**src/design/a2ab_pkg.sv**
```systemverilog
// Shared types and constants of the length-prefixed to Annex B converter.
package a2ab_pkg;
  localparam int SizeBitsDefault = 24;
  localparam int QueueDepth = 4;

  // Work handed from the parser to the emitter.
  typedef struct packed {
    logic       start;      // emit 00 00 00 01 first
    logic       pay;        // emit data byte
    logic       fin;        // emit end status
    logic [1:0] status;
    logic [7:0] data;
  } a2ab_cmd_t;

  localparam logic [1:0] StOk    = 2'd0;
  localparam logic [1:0] StShort = 2'd1;
  localparam logic [1:0] StEmpty = 2'd2;
endpackage

```
**src/design/avcc_to_annexb_converter_core.sv**
```systemverilog
// Top level of the length-prefixed to Annex B converter.
// Input words are bytes of one buffer; the parser takes one every cycle while the
// queue has room, and the emitter puts out one output word per cycle while the
// receiver is ready, the first word of an input byte coming from the registered
// command queue. A unit start adds four start-code words and the last byte of a
// buffer adds one end-status word; while these go out, the parser stalls once the
// queue is full. s_tdata: data_byte[7:0],
// buffer_size[31:8]; s_tuser: is_config; s_tlast: last_byte. m_tdata: out_byte;
// m_tuser: kind[0], status[2:1]; m_tlast: run_last. Register 0 at address 0:
// hevc_record_layout.
module avcc_to_annexb_converter_core import a2ab_pkg::*; #(
  parameter int SIZE_BITS = SizeBitsDefault
) (
  input  logic        clk,
  input  logic        rst,
  input  logic        psel,
  input  logic        penable,
  input  logic        pwrite,
  input  logic [0:0]  paddr,
  input  logic [31:0] pwdata,
  output logic [31:0] prdata,
  output logic        pready,
  input  logic        s_tvalid,
  output logic        s_tready,
  input  logic [31:0] s_tdata,   // data_byte[7:0], buffer_size[31:8]
  input  logic        s_tuser,   // is_config
  input  logic        s_tlast,   // last_byte
  output logic        m_tvalid,
  input  logic        m_tready,
  output logic [7:0]  m_tdata,   // out_byte
  output logic [2:0]  m_tuser,   // kind[0], status[2:1]
  output logic        m_tlast    // run_last
);
  logic hevc;
  logic qv, qr, ev, er;
  a2ab_cmd_t pc, ec;

  assign pready = 1'b1;
  assign prdata = {31'd0, hevc};
  always_ff @(posedge clk) begin
    if (rst) hevc <= 1'b0;
    else if (psel && penable && pwrite && paddr == 1'b0) hevc <= pwdata[0];
  end

  a2ab_parser #(.SIZE_BITS(SIZE_BITS)) u_parser (
    .clk, .rst, .hevc, .in_valid(s_tvalid), .in_ready(s_tready),
    .data_byte(s_tdata[7:0]), .is_config(s_tuser), .buffer_size(s_tdata[31:8]),
    .last_byte(s_tlast), .cmd_valid(qv), .cmd_ready(qr), .cmd(pc));

  a2ab_queue u_queue (
    .clk, .rst, .wr_valid(qv), .wr_ready(qr), .wr_cmd(pc),
    .rd_valid(ev), .rd_ready(er), .rd_cmd(ec));

  a2ab_emitter u_emit (
    .clk, .rst, .cmd_valid(ev), .cmd_ready(er), .cmd(ec),
    .m_tvalid, .m_tready, .m_tdata, .m_tuser, .m_tlast);
endmodule

```
**src/design/a2ab_parser.sv**
```systemverilog
// Front part: parse each input byte and classify the work it causes.
module a2ab_parser import a2ab_pkg::*; #(
  parameter int SIZE_BITS = SizeBitsDefault
) (
  input  logic            clk,
  input  logic            rst,
  input  logic            hevc,
  input  logic            in_valid,
  output logic            in_ready,
  input  logic [7:0]      data_byte,
  input  logic            is_config,
  input  logic [23:0]     buffer_size,
  input  logic            last_byte,
  output logic            cmd_valid,
  input  logic            cmd_ready,
  output a2ab_cmd_t       cmd
);
  typedef enum logic [3:0] {
    PH_IDLE, PH_SKIP, PH_S_LEN, PH_S_PAY, PH_H_ARR, PH_H_CNT_HI, PH_H_CNT_LO,
    PH_H_NALU, PH_A_SPS, PH_A_PPS_CNT, PH_A_PPS, PH_C_LEN_HI, PH_C_LEN_LO,
    PH_C_PAY, PH_DONE, PH_SHORT
  } phase_t;

  localparam logic [SIZE_BITS-1:0] PosMax = '1;
  localparam int W = SIZE_BITS + 2;

  phase_t                phase;
  logic [SIZE_BITS-1:0]  pos;
  logic [31:0]           unit_length;
  logic [31:0]           payload_left;
  logic [1:0]            prefix_count;
  logic [7:0]            group_left;
  logic [15:0]           units_left;
  logic                  emitted_any;

  phase_t                phase_next, p;
  logic [31:0]           unit_length_next, payload_left_next;
  logic [1:0]            prefix_count_next;
  logic [7:0]            group_left_next;
  logic [15:0]           units_left_next;
  logic                  emitted_next;
  a2ab_cmd_t             c;
  logic [SIZE_BITS-1:0]  size;
  logic [W-1:0]          pw, sw;
  logic [32:0]           ul_full;
  logic [32:0]           end33;
  logic [31:0]           ul_s;
  logic [15:0]           ul_c;
  logic                  list_ok;

  assign size = SIZE_BITS'(buffer_size);
  assign in_ready = cmd_ready;
  assign cmd_valid = in_valid;
  assign cmd = c;

  always_comb begin
    p = phase;
    phase_next = phase;
    unit_length_next = unit_length;
    payload_left_next = payload_left;
    prefix_count_next = prefix_count;
    group_left_next = group_left;
    units_left_next = units_left;
    emitted_next = emitted_any;
    c = '0;
    c.data = data_byte;
    pw = W'(pos);
    sw = W'(size);
    if (phase == PH_IDLE) begin
      pw = '0;
      emitted_next = 1'b0;
      prefix_count_next = '0;
      if (!is_config) p = (size < SIZE_BITS'(4)) ? PH_SHORT : PH_S_LEN;
      else p = (size < (hevc ? SIZE_BITS'(23) : SIZE_BITS'(7))) ? PH_SHORT : PH_SKIP;
    end
    ul_s = {unit_length[23:0], data_byte};
    ul_c = {unit_length[7:0], data_byte};
    ul_full = 33'(pw) + 33'd1 + 33'(ul_s);
    end33 = 33'(pw) + 33'd1 + 33'(ul_c);
    list_ok = (units_left != 16'd0) && (pw + W'(2) <= sw);
    // One-step resolution of the pass-through list phases.
    if (p == PH_H_NALU) p = list_ok ? PH_C_LEN_HI : PH_H_ARR;
    else if (p == PH_A_SPS) p = list_ok ? PH_C_LEN_HI : PH_A_PPS_CNT;
    else if (p == PH_A_PPS) p = list_ok ? PH_C_LEN_HI : PH_DONE;
    phase_next = p;
    unique case (p)
      PH_SKIP: begin
        if (pw > W'(hevc ? 22 : 5)) phase_next = PH_DONE;
        else if (pw == W'(hevc ? 22 : 5)) begin
          if (hevc) begin
            group_left_next = data_byte;
            phase_next = PH_H_ARR;
          end else begin
            units_left_next = {11'd0, data_byte[4:0]};
            group_left_next = '0;
            phase_next = PH_A_SPS;
          end
        end
      end
      PH_S_LEN: begin
        if (prefix_count == 2'd0 && (pw + W'(4) > sw)) phase_next = PH_DONE;
        else begin
          unit_length_next = (prefix_count == 2'd0) ? {24'd0, data_byte} : ul_s;
          prefix_count_next = prefix_count + 2'd1;
          if (prefix_count == 2'd3) begin
            if (ul_s == 32'd0 || ul_full > 33'(sw)) phase_next = PH_DONE;
            else begin
              c.start = 1'b1;
              emitted_next = 1'b1;
              payload_left_next = ul_s;
              phase_next = PH_S_PAY;
            end
          end
        end
      end
      PH_S_PAY: begin
        c.pay = 1'b1;
        payload_left_next = payload_left - 32'd1;
        if (payload_left == 32'd1) begin
          phase_next = PH_S_LEN;
          prefix_count_next = '0;
        end
      end
      PH_H_ARR: begin
        if (group_left == 8'd0 || (pw + W'(3) > sw)) phase_next = PH_DONE;
        else begin
          group_left_next = group_left - 8'd1;
          phase_next = PH_H_CNT_HI;
        end
      end
      PH_H_CNT_HI: begin
        units_left_next = {data_byte, 8'd0};
        phase_next = PH_H_CNT_LO;
      end
      PH_H_CNT_LO: begin
        units_left_next = units_left | {8'd0, data_byte};
        phase_next = PH_H_NALU;
      end
      PH_A_PPS_CNT: begin
        if (pw >= sw) phase_next = PH_DONE;
        else begin
          units_left_next = {8'd0, data_byte};
          group_left_next = 8'd1;
          phase_next = PH_A_PPS;
        end
      end
      PH_C_LEN_HI: begin
        unit_length_next = {24'd0, data_byte};
        phase_next = PH_C_LEN_LO;
      end
      PH_C_LEN_LO: begin
        unit_length_next = {16'd0, ul_c};
        if (end33 > 33'(sw)) begin
          if (hevc) phase_next = PH_H_ARR;
          else phase_next = (group_left != 8'd0) ? PH_DONE : PH_A_PPS_CNT;
        end else begin
          c.start = 1'b1;
          emitted_next = 1'b1;
          units_left_next = units_left - 16'd1;
          if (ul_c == 16'd0)
            phase_next = hevc ? PH_H_NALU : ((group_left != 8'd0) ? PH_A_PPS : PH_A_SPS);
          else begin
            payload_left_next = {16'd0, ul_c};
            phase_next = PH_C_PAY;
          end
        end
      end
      PH_C_PAY: begin
        c.pay = 1'b1;
        payload_left_next = payload_left - 32'd1;
        if (payload_left == 32'd1)
          phase_next = hevc ? PH_H_NALU : ((group_left != 8'd0) ? PH_A_PPS : PH_A_SPS);
      end
      default: ;
    endcase
    if (last_byte) begin
      c.fin = 1'b1;
      c.status = (phase_next == PH_SHORT) ? StShort : (emitted_next ? StOk : StEmpty);
    end
  end

  always_ff @(posedge clk) begin
    if (rst) begin
      phase <= PH_IDLE;
      pos <= '0;
      unit_length <= '0;
      payload_left <= '0;
      prefix_count <= '0;
      group_left <= '0;
      units_left <= '0;
      emitted_any <= 1'b0;
    end else if (in_valid && in_ready) begin
      if (last_byte) begin
        phase <= PH_IDLE;
        pos <= '0;
        unit_length <= '0;
        payload_left <= '0;
        prefix_count <= '0;
        group_left <= '0;
        units_left <= '0;
        emitted_any <= 1'b0;
      end else begin
        phase <= phase_next;
        pos <= (pw[SIZE_BITS-1:0] < PosMax) ? pw[SIZE_BITS-1:0] + SIZE_BITS'(1) : PosMax;
        unit_length <= unit_length_next;
        payload_left <= payload_left_next;
        prefix_count <= prefix_count_next;
        group_left <= group_left_next;
        units_left <= units_left_next;
        emitted_any <= emitted_next;
      end
    end
  end
endmodule

```
**src/design/a2ab_queue.sv**
```systemverilog
// Short command queue between parser and emitter.
module a2ab_queue import a2ab_pkg::*; (
  input  logic      clk,
  input  logic      rst,
  input  logic      wr_valid,
  output logic      wr_ready,
  input  a2ab_cmd_t wr_cmd,
  output logic      rd_valid,
  input  logic      rd_ready,
  output a2ab_cmd_t rd_cmd
);
  localparam int AW = $clog2(QueueDepth);
  a2ab_cmd_t mem [QueueDepth];
  logic [AW-1:0] wp, rp;
  logic [AW:0]   cnt;
  logic wr, rd;

  assign wr_ready = (cnt != (AW+1)'(QueueDepth));
  assign rd_valid = (cnt != '0);
  assign rd_cmd = mem[rp];
  assign wr = wr_valid && wr_ready && (wr_cmd.start || wr_cmd.pay || wr_cmd.fin);
  assign rd = rd_valid && rd_ready;

  always_ff @(posedge clk) begin
    if (wr) mem[wp] <= wr_cmd;
    if (rst) begin
      wp <= '0;
      rp <= '0;
      cnt <= '0;
    end else begin
      if (wr) wp <= wp + AW'(1);
      if (rd) rp <= rp + AW'(1);
      cnt <= cnt + (AW+1)'(wr) - (AW+1)'(rd);
    end
  end
endmodule

```
**src/design/a2ab_emitter.sv**
```systemverilog
// Back part: expand one command into its output words.
module a2ab_emitter import a2ab_pkg::*; (
  input  logic       clk,
  input  logic       rst,
  input  logic       cmd_valid,
  output logic       cmd_ready,
  input  a2ab_cmd_t  cmd,
  output logic       m_tvalid,
  input  logic       m_tready,
  output logic [7:0] m_tdata,
  output logic [2:0] m_tuser,
  output logic       m_tlast
);
  logic [2:0] step;   // 0..3 start code, 4 data, 5 status
  logic [2:0] first, fin_step;
  logic [2:0] cur;

  assign first = cmd.start ? 3'd0 : (cmd.pay ? 3'd4 : 3'd5);
  assign fin_step = cmd.fin ? 3'd5 : (cmd.pay ? 3'd4 : 3'd3);
  assign cur = (step == 3'd7) ? first : step;
  assign m_tvalid = cmd_valid;
  assign cmd_ready = m_tready && (cur == fin_step);
  assign m_tlast = (cur == fin_step);

  always_comb begin
    m_tdata = 8'd0;
    m_tuser = 3'd0;
    case (cur)
      3'd3: m_tdata = 8'h01;
      3'd4: m_tdata = cmd.data;
      3'd5: m_tuser = {cmd.status, 1'b1};
      default: ;
    endcase
  end

  always_ff @(posedge clk) begin
    if (rst) step <= 3'd7;
    else if (cmd_valid && m_tready) begin
      if (cur == fin_step) step <= 3'd7;
      else if (cur == 3'd3) step <= cmd.pay ? 3'd4 : 3'd5;
      else if (cur == 3'd4) step <= 3'd5;
      else step <= cur + 3'd1;
    end
  end
endmodule

```
**config.mk**
```make
export PLATFORM = sky130hd
export DESIGN_NAME = avcc_to_annexb_converter_core
export DESIGN_NICKNAME = d
export VERILOG_FILES = /design/src/design/a2ab_pkg.sv /design/src/design/avcc_to_annexb_converter_core.sv /design/src/design/a2ab_parser.sv /design/src/design/a2ab_queue.sv /design/src/design/a2ab_emitter.sv
export SDC_FILE = /design/constraint.sdc
export NUM_CORES = 1
export LEC_CHECK = 0
export ABC_AREA = 1
export BUFFER_PORTS_ARGS = -buffer_cell sky130_fd_sc_hd__buf_2
export CORE_MARGIN = 8
export CORE_UTILIZATION = 62
export CTS_CLUSTER_SIZE = 12
export DETAILED_ROUTE_END_ITERATION = 10
export PLACE_DENSITY_LB_ADDON = 0.05
export SLEW_MARGIN = 20
export SYNTH_ARGS = -nofsm -noshare
export SYNTH_HDL_FRONTEND = slang
export SYNTH_SLANG_ARGS = --single-unit
```
**constraint.sdc**
```tcl
create_clock -name clk -period 8.4 [get_ports clk]
set_input_delay 2.52 -clock clk [delete_from_list [all_inputs] [get_ports clk]]
set_output_delay 2.52 -clock clk [all_outputs]
set_load 0.005 [all_outputs]
```
-- Word-level counts from Yosys, hierarchy flattened
Memories as Yosys holds them, arrays and structs flattened. A register that Yosys moved wholly into a read port is not among the register bits.
Index checks and enable logic that the tools add are counted.
- word-level logic and storage cells: 199
- memories: 1
- memory bits (writable): 52
- flip-flop bits (word level): 122
- bits of input ports: 74
- bits in latches: 0
- output and inout bits: 47
- memory bits (read-only): 0
- memory list (memory ; words ; width ; rd ports ; clocked after Yosys merged registers in ; write ports ; RTL line ; RTL):
    u_queue.mem ; 4 ; 13 ; 1 ; 1 ; 1 ; a2ab_queue.sv:13 ; a2ab_cmd_t mem [QueueDepth];
- divide/modulo/power cells: 0
- bitwise operators: 2
- eq/ne operators: 33
- multipliers: 0
- multiplexer cells: 93
- magnitude comparators: 10
- shifts and indexed selects: 0
- reductions and logical operators: 31
- $add $sub $neg: 16
- operators with widths (cell ; count):
    $mux W32 ; 6
    $mux W24 ; 6
    $mux W16 ; 6
    $pmux W32 S3 ; 1
    $mux W4 ; 22
    $pmux W16 S5 ; 1
    $pmux W24 S3 ; 1
    $gt A33 B24 Y1 ; 2
    $gt A26 B24 Y1 ; 2
    $add A24 B2 Y25 const B ; 2
    $mux W8 ; 6
    $pmux W4 S10 ; 1
    $mux W3 ; 12
    $add A25 B32 Y33 ; 1
    $eq A32 B1 Y1 const B ; 1
    $logic_not A32 Y1 ; 1
    $sub A32 B1 Y32 const B ; 1
    $eq A4 B4 Y1 const B ; 7
    $ne A3 B3 Y1 const B ; 9
    $add A25 B16 Y26 ; 1
    $eq A24 B26 Y1 ; 1
    $gt A24 B26 Y1 ; 1
    $le A26 B24 Y1 ; 1
    $add A24 B1 Y25 const B ; 1
    other kinds (44) ; 92

-- Longest topological paths before layout
Gate-level depths: netlist of the first run.
- word-level depth: 19
- depth in mapped cells: 47
- mapped depth without buffers: 45

-- Cells and area by module
Synthesis of the first run repeated with hierarchy kept, for this count alone.
- cells, all modules: 2835
- area, all modules: 18273.8 um^2
- modules (own cells, without submodules) (module ; cells each ; seq. area each (um^2) ; instances ; area each (um^2)):
    a2ab_parser ; 2515 ; 2222.1 ; 1 ; 15053.2
    a2ab_queue ; 197 ; 1741.7 ; 1 ; 2458.6
    a2ab_emitter ; 77 ; 60.1 ; 1 ; 436.7
    avcc_to_annexb_converter_core ; 46 ; 20.0 ; 1 ; 325.3

-- Worst setup path after synthesis of the first run
Ideal clock, no wire load.
- kind: input port to flip-flop
- from: in s_tdata[0]
- to: mem u_queue.mem[0][0] (netlist bit) (enable)
- stages: 26
- data required time: 8.018 ns
- slack: 1.589 ns
- arrival: 6.429 ns
- buffers on the path: 0
- library setup time: 0.382 ns
- cells stage by stage: ha_1 -> inv_1 -> fa_1 -> nand3b_1 -> nand2_1 -> nand3_1 -> nand3_1 -> inv_1 -> o21ai_0 -> nand3_2 -> nor2_4 -> xor2_1 -> ha_1 -> nand2_1 -> nor2_1 -> a211oi_1 -> o21ai_0 -> a21oi_1 -> nand2_1 -> nand2_1 -> nand3_2 -> inv_2 -> nand2_1 -> nand2_2 -> o21ai_4 -> nor2_1
- RTL lines (element ; RTL line ; RTL):
    from (decl) ; avcc_to_annexb_converter_core.sv:25 ; input logic [31:0] s_tdata,
    to (decl) ; a2ab_queue.sv:13 ;

==> flow_metrics.py, run 1 <==
metrics = {
    "die": {
        "core_sq_mm": 0.0277,
        "die_area_sq_mm": 0.0337,
        "initial_core_util_pct": 62.9,
        "die_h_microns": 184,
        "die_w_microns": 184,
        "rows": 61,
        "ioPinCount": 121,
    },
    "cells_and_area": {
        "synthToLayoutAreaGrowth_pct": 5.90,
        "fill_cells": 2545,
        "final_nets": 2942,
        "diodes": 0,
        "drive_above_1_share_pct": 7.88,
    },
    "critical_path": {
        "worstPathArrival_ps": 8050,
        "crit_start": "s_tdata[0]",
        "required_ps": 8770,
        "crit_path_top_delay_cell": "fa_1",
        "max_stage_delay_ps": 390,
        "r2r-start": "u_parser.phase[2]$_SDFFE_PP0P_",
        "path_class": "in2reg",
        "cp-end-kind": "register",
        "start_kind": "input port",
        "critPathMaxFanout": 7,
        "regToRegSetupSlack_ps": 930,
    },
    "timing": {
        "hold_viol_final": 0,
        "max_clock_freq_ghz": 0.130,
        "fin_hold_ws_ps": 482,
        "finalClockSkew_ps": 18.4,
        "period_minus_slack_ps": 7680,
        "fin_crit_sh_pct": 91.4,
        "drv_slew": 0,
        "setup_viol": 0,
        "setup_slack_ps": 721,
        "rsz0062_at_grt": "false",
        "tightestPinTransition_ps": 1100,
        "slew_headroom_pct": 26.7,
        "finalSetupTns_ps": 0,
    },
    "clock_network": {
        "cts_num_sinks": 176,
        "cts_max_level": 4,
        "insertion_delay_ps": 450,
        "cts_tree": "yes",
        "cts_hold_buffers": 0,
        "cts_resized": 0,
        "numCtsBuffers": 17,
        "cts_root_buf": "clkbuf_16",
        "post-cts-setup-buffer-count": 0,
        "clockBufferDepth": 2,
        "path_clk_slew_ps": 70,
    },
    "synth": {
        "synthCells": 2661,
        "yosysWarnings": 0,
        "synthFlopType": "dfxtp_1",
        "synth_area_per_cell_sq_um": 6.55,
        "synth_top_area_cell": "dfxtp_1",
        "netlist.area_leader.share_pct": 14.2,
        "async_reset_ff_share_pct": 0,
        "ys_types": 59,
        "synth_edf_count": 52,
        "synth_seq_area_share_pct": 23.2,
        "synth_area_sq_mm": 0.0174,
        "synth_top_cells_by_area": "dfxtp_1 14%, nand2_1 13%, ha_1 13%, edfxtp_1 9.0%, nor2_1 8.5%",
        "synth_seq_cells": 176,
    },
    "place": {
        "hpwl_microns": 44300,
        "numPortBuffers": 57,
        "gp_congestion": 1.03,
        "place_ws_ps": 422,
    },
    "global_route": {
        "antenna_found_initial": 0,
        "grt_use_met3_pct": 5.79,
        "grt_first_pass_wirelength_microns": 89400,
        "grt_max_degree": 73,
        "grtUsageMet2_pct": 53.2,
        "grt.busiest_layer": "met2",
        "grt_pass1_vias": 16800,
        "gr-usage-met1_pct": 43.5,
        "grt_use_total_pct": 33.3,
        "grt_overflow": 0,
    },
    "route": {
        "first_pass_iters": 7,
        "route.detailed.drc": 0,
        "drtIter0Drc": 1904,
        "vias": 18000,
        "routed_wl_microns": 56700,
        "viasPerCell": 5.85,
        "routedWlPerCell_microns": 18.4,
        "ant_nets": 0,
    },
    "hold_path": {
        "hold_path_class": "reg2reg",
        "hp-start": "u_parser.pos[23]$_SDFFE_PP0P_",
    },
    "power": {
        "power_per_cell_area_mw_per_mm2": 243,
        "peakVddDrop_uv": 209,
        "p_leak_uw": 0.00908,
    },
    "status": {
        "outcome": "finished, final reports clean",
    },
    "flow_run": {
        "maxCapViolations": 0,
    },
}
-- registers in the layout, indices dropped and copies added, names as in the netlist, 2 cells and up, named ones only --
signal and flops:
u_queue.wp 2, u_parser.prefix_count 2, u_parser.phase 4, u_queue.mem 52
u_parser.group_left 8, u_parser.payload_left 32, u_parser.pos 24, u_emit.step 3
u_queue.cnt 3, u_parser.units_left 16, u_parser.unit_length 24, u_queue.rp 2
-- report_power, final --
group / switching (uW) / internal [uW] / total, uW
Combinational: 1610 / 777 / 2390
Sequential: 203 / 1070 / 1280
Clock: 413 / 401 / 814
Total: 2230 / 2250 / 4480
-- per-layer routing --
layer | wire (microns) | part of all wire [%]
met2 | 25200 | 44
met1 | 23600 | 42
met4 | 2420 | 4.3
met5 | 0 | 0
met3 | 5450 | 9.6
-- Yosys cell counts, types with 9 or more instances --
master,number
inv_2,16
nor2_2,14
clkbuf_1,37
o22ai_1,12
nand2_1,593
buf_2,11
buf_4,37
inv_1,276
nor2_4,16
ha_1,175
xor2_1,111
o21ai_0,162
nand3_2,11
nand4_1,42
nand2_2,20
nor2_1,394
dfxtp_1,124
a21oi_1,179
xnor2_1,22
o21ai_1,25
nor4_1,18
o211ai_1,9
nand2_4,10
nand3_1,163
edfxtp_1,52
nor3_1,39
-- critical path: cells and delay by family --
kind | cells | cell delay, ps
AOI/OAI and AO/OA | 9 | 1480
and+or+nand+nor | 12 | 1750
adders and majority gates | 5 | 1390
buffers and inverters | 7 | 760
xor gates and xnor gates | 1 | 150
-- cell families after synthesis --
logic type                 count (synthesis)  synth area share (%)
adders and majority gates                177                  12.8
and+or+nand+nor                         1351                  34.2
buffers and inverters                    392                  9.71
xor gates and xnor gates                 133                  6.68
DFF                                      176                  23.2
AOI/OAI and AO/OA                        430                  13.3
other                                      2                0.0431
-- placed cells by master (no fill, tap or decap), types with 18 or more instances in the layout --
cell      netlist  final
a21oi_1       179    179
o21ai_0       162    162
nand2_2        20     20
conb_1          2     32
nand4_1        42     42
nor2_1        394    394
edfxtp_1       52     52
buf_4          37     20
xnor2_1        22     22
inv_1         276    276
o21ai_1        25     25
nand3_1       163    163
dfxtp_1       124    124
nor4_1         18     18
xor2_1        111    111
nand2_1       593    593
buf_2          11     57
nor3_1         39     39
ha_1          175    175
-- worst paths after layout --
path	to	cells after the start
min	u_parser.pos[23]$_SDFFE_PP0P_	2
min reg2reg	u_parser.pos[23]$_SDFFE_PP0P_	2
max	u_queue.cnt[2]$_SDFF_PP0_	34
max reg2reg	u_queue.cnt[2]$_SDFF_PP0_	42
-- layout make-up --
| type | instances | area [sq um] | share of cell area [%] |
|---|---|---|---|
| multi-input cells | 2123 | 11800 | 64.0 |
| flip-flops and latches | 176 | 4040 | 21.9 |
| inverters | 296 | 1110 | 6.03 |
| well taps | 378 | 473 | 2.56 |
| repair buffers | 77 | 435 | 2.36 |
| clock buffers | 17 | 425 | 2.30 |
| clock inverters | 15 | 161 | 0.874 |
-- metrics by stage --
stage	cell area [sq um]	cells	utilization [%]	total power (uW)
2_1_floorplan	17500	2691	-	3120
6_report	18500	3082	66.6	4480
3_3_place_gp	17900	3050	64.5	3560
4_1_cts	18500	3082	66.6	4450
5_1_grt	18500	3082	66.6	4840
3_5_place_dp	17900	3050	64.5	3630
Power figures use the tool's default switching activity.
==> inputs of run 2 (changes only) <==
ABC_AREA = unset   (was 1)
==> run 2 against run 1 <==
Power is 15% lower. Combinational power is 21% lower. Worst setup slack worse by 350 ps. Via count is 10% lower. Cell count is 21% lower. Clock power is 6.1% higher. Sequential power is 20% lower. Fmax is 4.4% lower. Final area is 4.2% lower. Non-clock buffer count is 31 higher. Register-to-register slack worse by 460 ps. Synthesized cell count is 23% lower. Highest routed layer unchanged.
==> flow_metrics.py, run 2 <==
metrics = {
    "clock_network": {
        "cts_hold_buffers": 0,
        "cts_tree": "yes",
        "clockBufferDepth": 2,
        "numCtsBuffers": 17,
        "post-cts-setup-buffer-count": 0,
        "cts_num_sinks": 176,
        "path_clk_slew_ps": 80,
        "cts_max_level": 4,
        "insertion_delay_ps": 450,
        "cts_root_buf": "clkbuf_16",
    },
    "critical_path": {
        "worstPathArrival_ps": 8350,
        "start_kind": "input port",
        "critPathMaxFanout": 5,
        "required_ps": 8720,
        "path_class": "in2reg",
        "worstRegToRegCells": 33,
        "regToRegSetupSlack_ps": 470,
        "cp-end-kind": "register",
    },
    "synth": {
        "synth_top_area_cell": "dfxtp_1",
        "ys_types": 104,
        "synth.most_common_cell": "nand2_1",
        "netlist.area_leader.share_pct": 15.0,
        "synth_top_cells_by_area": "dfxtp_1 15%, ha_1 13%, edfxtp_1 9.5%, xnor2_1 5.0%, nand2_1 4.4%",
        "synth_area_per_cell_sq_um": 8.06,
        "async_reset_ff_share_pct": 0,
        "synth_seq_area_share_pct": 24.5,
        "synthCells": 2049,
        "synth_area_sq_mm": 0.0165,
        "synth_edf_count": 52,
        "synth_seq_cells": 176,
        "ys_top_cells_by_count": "193 x nand2_1, 178 x nor2_1, 175 x ha_1",
        "synthFlopType": "dfxtp_1",
        "yosysWarnings": 0,
    },
    "die": {
        "die_w_microns": 179,
        "die_h_microns": 179,
        "initial_core_util_pct": 63.2,
        "ioPinCount": 121,
        "core_sq_mm": 0.0261,
        "die_area_sq_mm": 0.0321,
        "rows": 59,
    },
    "cells_and_area": {
        "fin_area_sq_mm": 0.0177,
        "largest_register_ffs": 52,
        "regArea_sq_mm": 0.00404,
        "regMostFlops": "u_queue.mem",
        "final_cell_mix": "193 x nand2_1, 178 x nor2_1, 175 x ha_1, 140 x a21oi_1, 124 x dfxtp_1",
        "multi_input_area_sq_mm": 0.0115,
        "top_regs": "u_queue.mem (52), u_parser.payload_left (32)",
        "final_nets": 2327,
        "fill_cells": 2255,
        "drive_above_1_share_pct": 9.91,
        "mostFrequentLayoutCell": "nand2_1",
        "synthToLayoutAreaGrowth_pct": 7.10,
    },
    "timing": {
        "slew_headroom_pct": 25.0,
        "finalSetupTns_ps": 0,
        "tightestPinTransition_ps": 1130,
        "period_minus_slack_ps": 8030,
        "drv_slew": 0,
        "max_clock_freq_ghz": 0.125,
        "finalClockSkew_ps": 16.5,
        "hold_viol_final": 0,
        "fin_crit_sh_pct": 95.6,
        "rsz0062_at_grt": "false",
        "setup_viol": 0,
    },
    "route": {
        "ant_nets": 0,
        "first_pass_iters": 6,
        "routed_wl_microns": 54300,
        "vias": 16200,
        "viasPerCell": 6.68,
        "drtIter0Drc": 1817,
        "route.detailed.drc": 0,
        "routedWlPerCell_microns": 22.4,
    },
    "hold_path": {
        "hold_path_class": "reg2reg",
        "min_path_cells": 2,
    },
    "global_route": {
        "grt_max_degree": 44,
        "grt_overflow": 0,
        "grt_pass1_vias": 15100,
        "grt_first_pass_wirelength_microns": 84700,
        "grt_use_total_pct": 33.7,
        "antenna_found_initial": 1,
    },
    "place": {
        "numPortBuffers": 57,
        "place_area_sq_mm": 0.0170,
        "gp_congestion": 1.03,
        "hpwl_microns": 41600,
    },
    "status": {
        "outcome": "finished, final reports clean",
    },
    "power": {
        "power_per_cell_area_mw_per_mm2": 215,
        "peakVddDrop_uv": 157,
        "p_leak_uw": 0.00780,
    },
    "flow_run": {
        "maxCapViolations": 0,
    },
}
## run 2: changes by cell type after synthesis, sizes merged, moves of 36 or more
cell   before  now
nand2     624  194
nor2      424  181
inv       292   93
nand3     174   75
o21ai     188   97
xnor2      22   94
xor2      111   41
a21oi     180  141
a21o        8   44
## run 2: layout make-up
class	instances	area share (%)
Multi-Input combinational cell	1675	65.2
Clock inverter	15	1.23
Timing Repair Buffer	108	3.78
Sequential cell	176	22.9
Inverter	98	2.11
Tap cell	335	2.37
Clock buffer	17	2.41
Antenna cell	1	0.0142
## run 2: timing repair
action                                  4_1_cts  5_1_grt
endpoints found under the setup margin        0        1
hold endpoints to repair                      0        0
resized for setup                             0        1
## run 2: critical path, cell delays in order
cell and delay [ps]:
buf_2 150, ha_1 380, a21o_1 200, a21oi_1 320, nand2_1 150, a31oi_1 350, o21ai_0 320, a21o_1 260
a21oi_1 160, xnor2_1 90, ha_1 290, nand4_1 140, nor4_1 340, buf_4 180, a41oi_1 130, o2111ai_1 160
o2111a_1 230, o2111ai_1 240, nor3_1 270, buf_4 190, a21o_1 160, o31a_4 160, ha_1 140, inv_1 40
fa_1 380, xor2_1 160, xnor2_1 150, nor2_1 50
## run 2: worst paths after layout
check                                             start                               endpoint
hold reg to reg   u_parser.payload_left[3]$_SDFFE_PP0P_  u_parser.payload_left[3]$_SDFFE_PP0P_
setup / recovery                             s_tdata[3]              u_queue.cnt[2]$_SDFF_PP0_
hold / removal    u_parser.payload_left[3]$_SDFFE_PP0P_  u_parser.payload_left[3]$_SDFFE_PP0P_
setup reg to reg           u_parser.pos[2]$_SDFFE_PP0P_              u_queue.cnt[2]$_SDFF_PP0_
## run 2: report_power, final
part	switching [uW]	internal, uW
registers	73.7	960
clock network	445	419
logic	1240	665
total	1760	2040
## run 2: per-layer routing
metal / vias to the layer above / GRT usage [%] / wire length, microns
met5: - / 0 / 0
met4: 0 / 15.4 / 2520
met3: 173 / 7.22 / 5650
met2: 860 / 52.9 / 23900
met1: 7632 / 43.9 / 22300
li1: 7530 / - / -
## run 2: logic make-up (layout without fill, tap and decap cells)
group	Yosys count	after routing	synth area share (%)
mux	28	28	2.73
simple gates	780	780	23.9
fa+ha+maj	179	179	13.6
buf+inv	228	238	6.37
flops	176	176	24.5
xor+xnor	135	135	7.16
compound gates	521	521	21.7
other cells	2	33	0.0455
## run 2: stage by stage
stage               setup slack, ps  power [uW]  hold slack [ps]  cells  util, %
global placement                246        2850              450   2392     65.2
global route                   6.93        4020              491   2424     67.7
detailed placement              155        2890              460   2392     65.2
finish                          370        3800              475   2425     67.7
CTS                             471        3760              472   2424     67.6
floorplan                       829        2430              438   2079        -
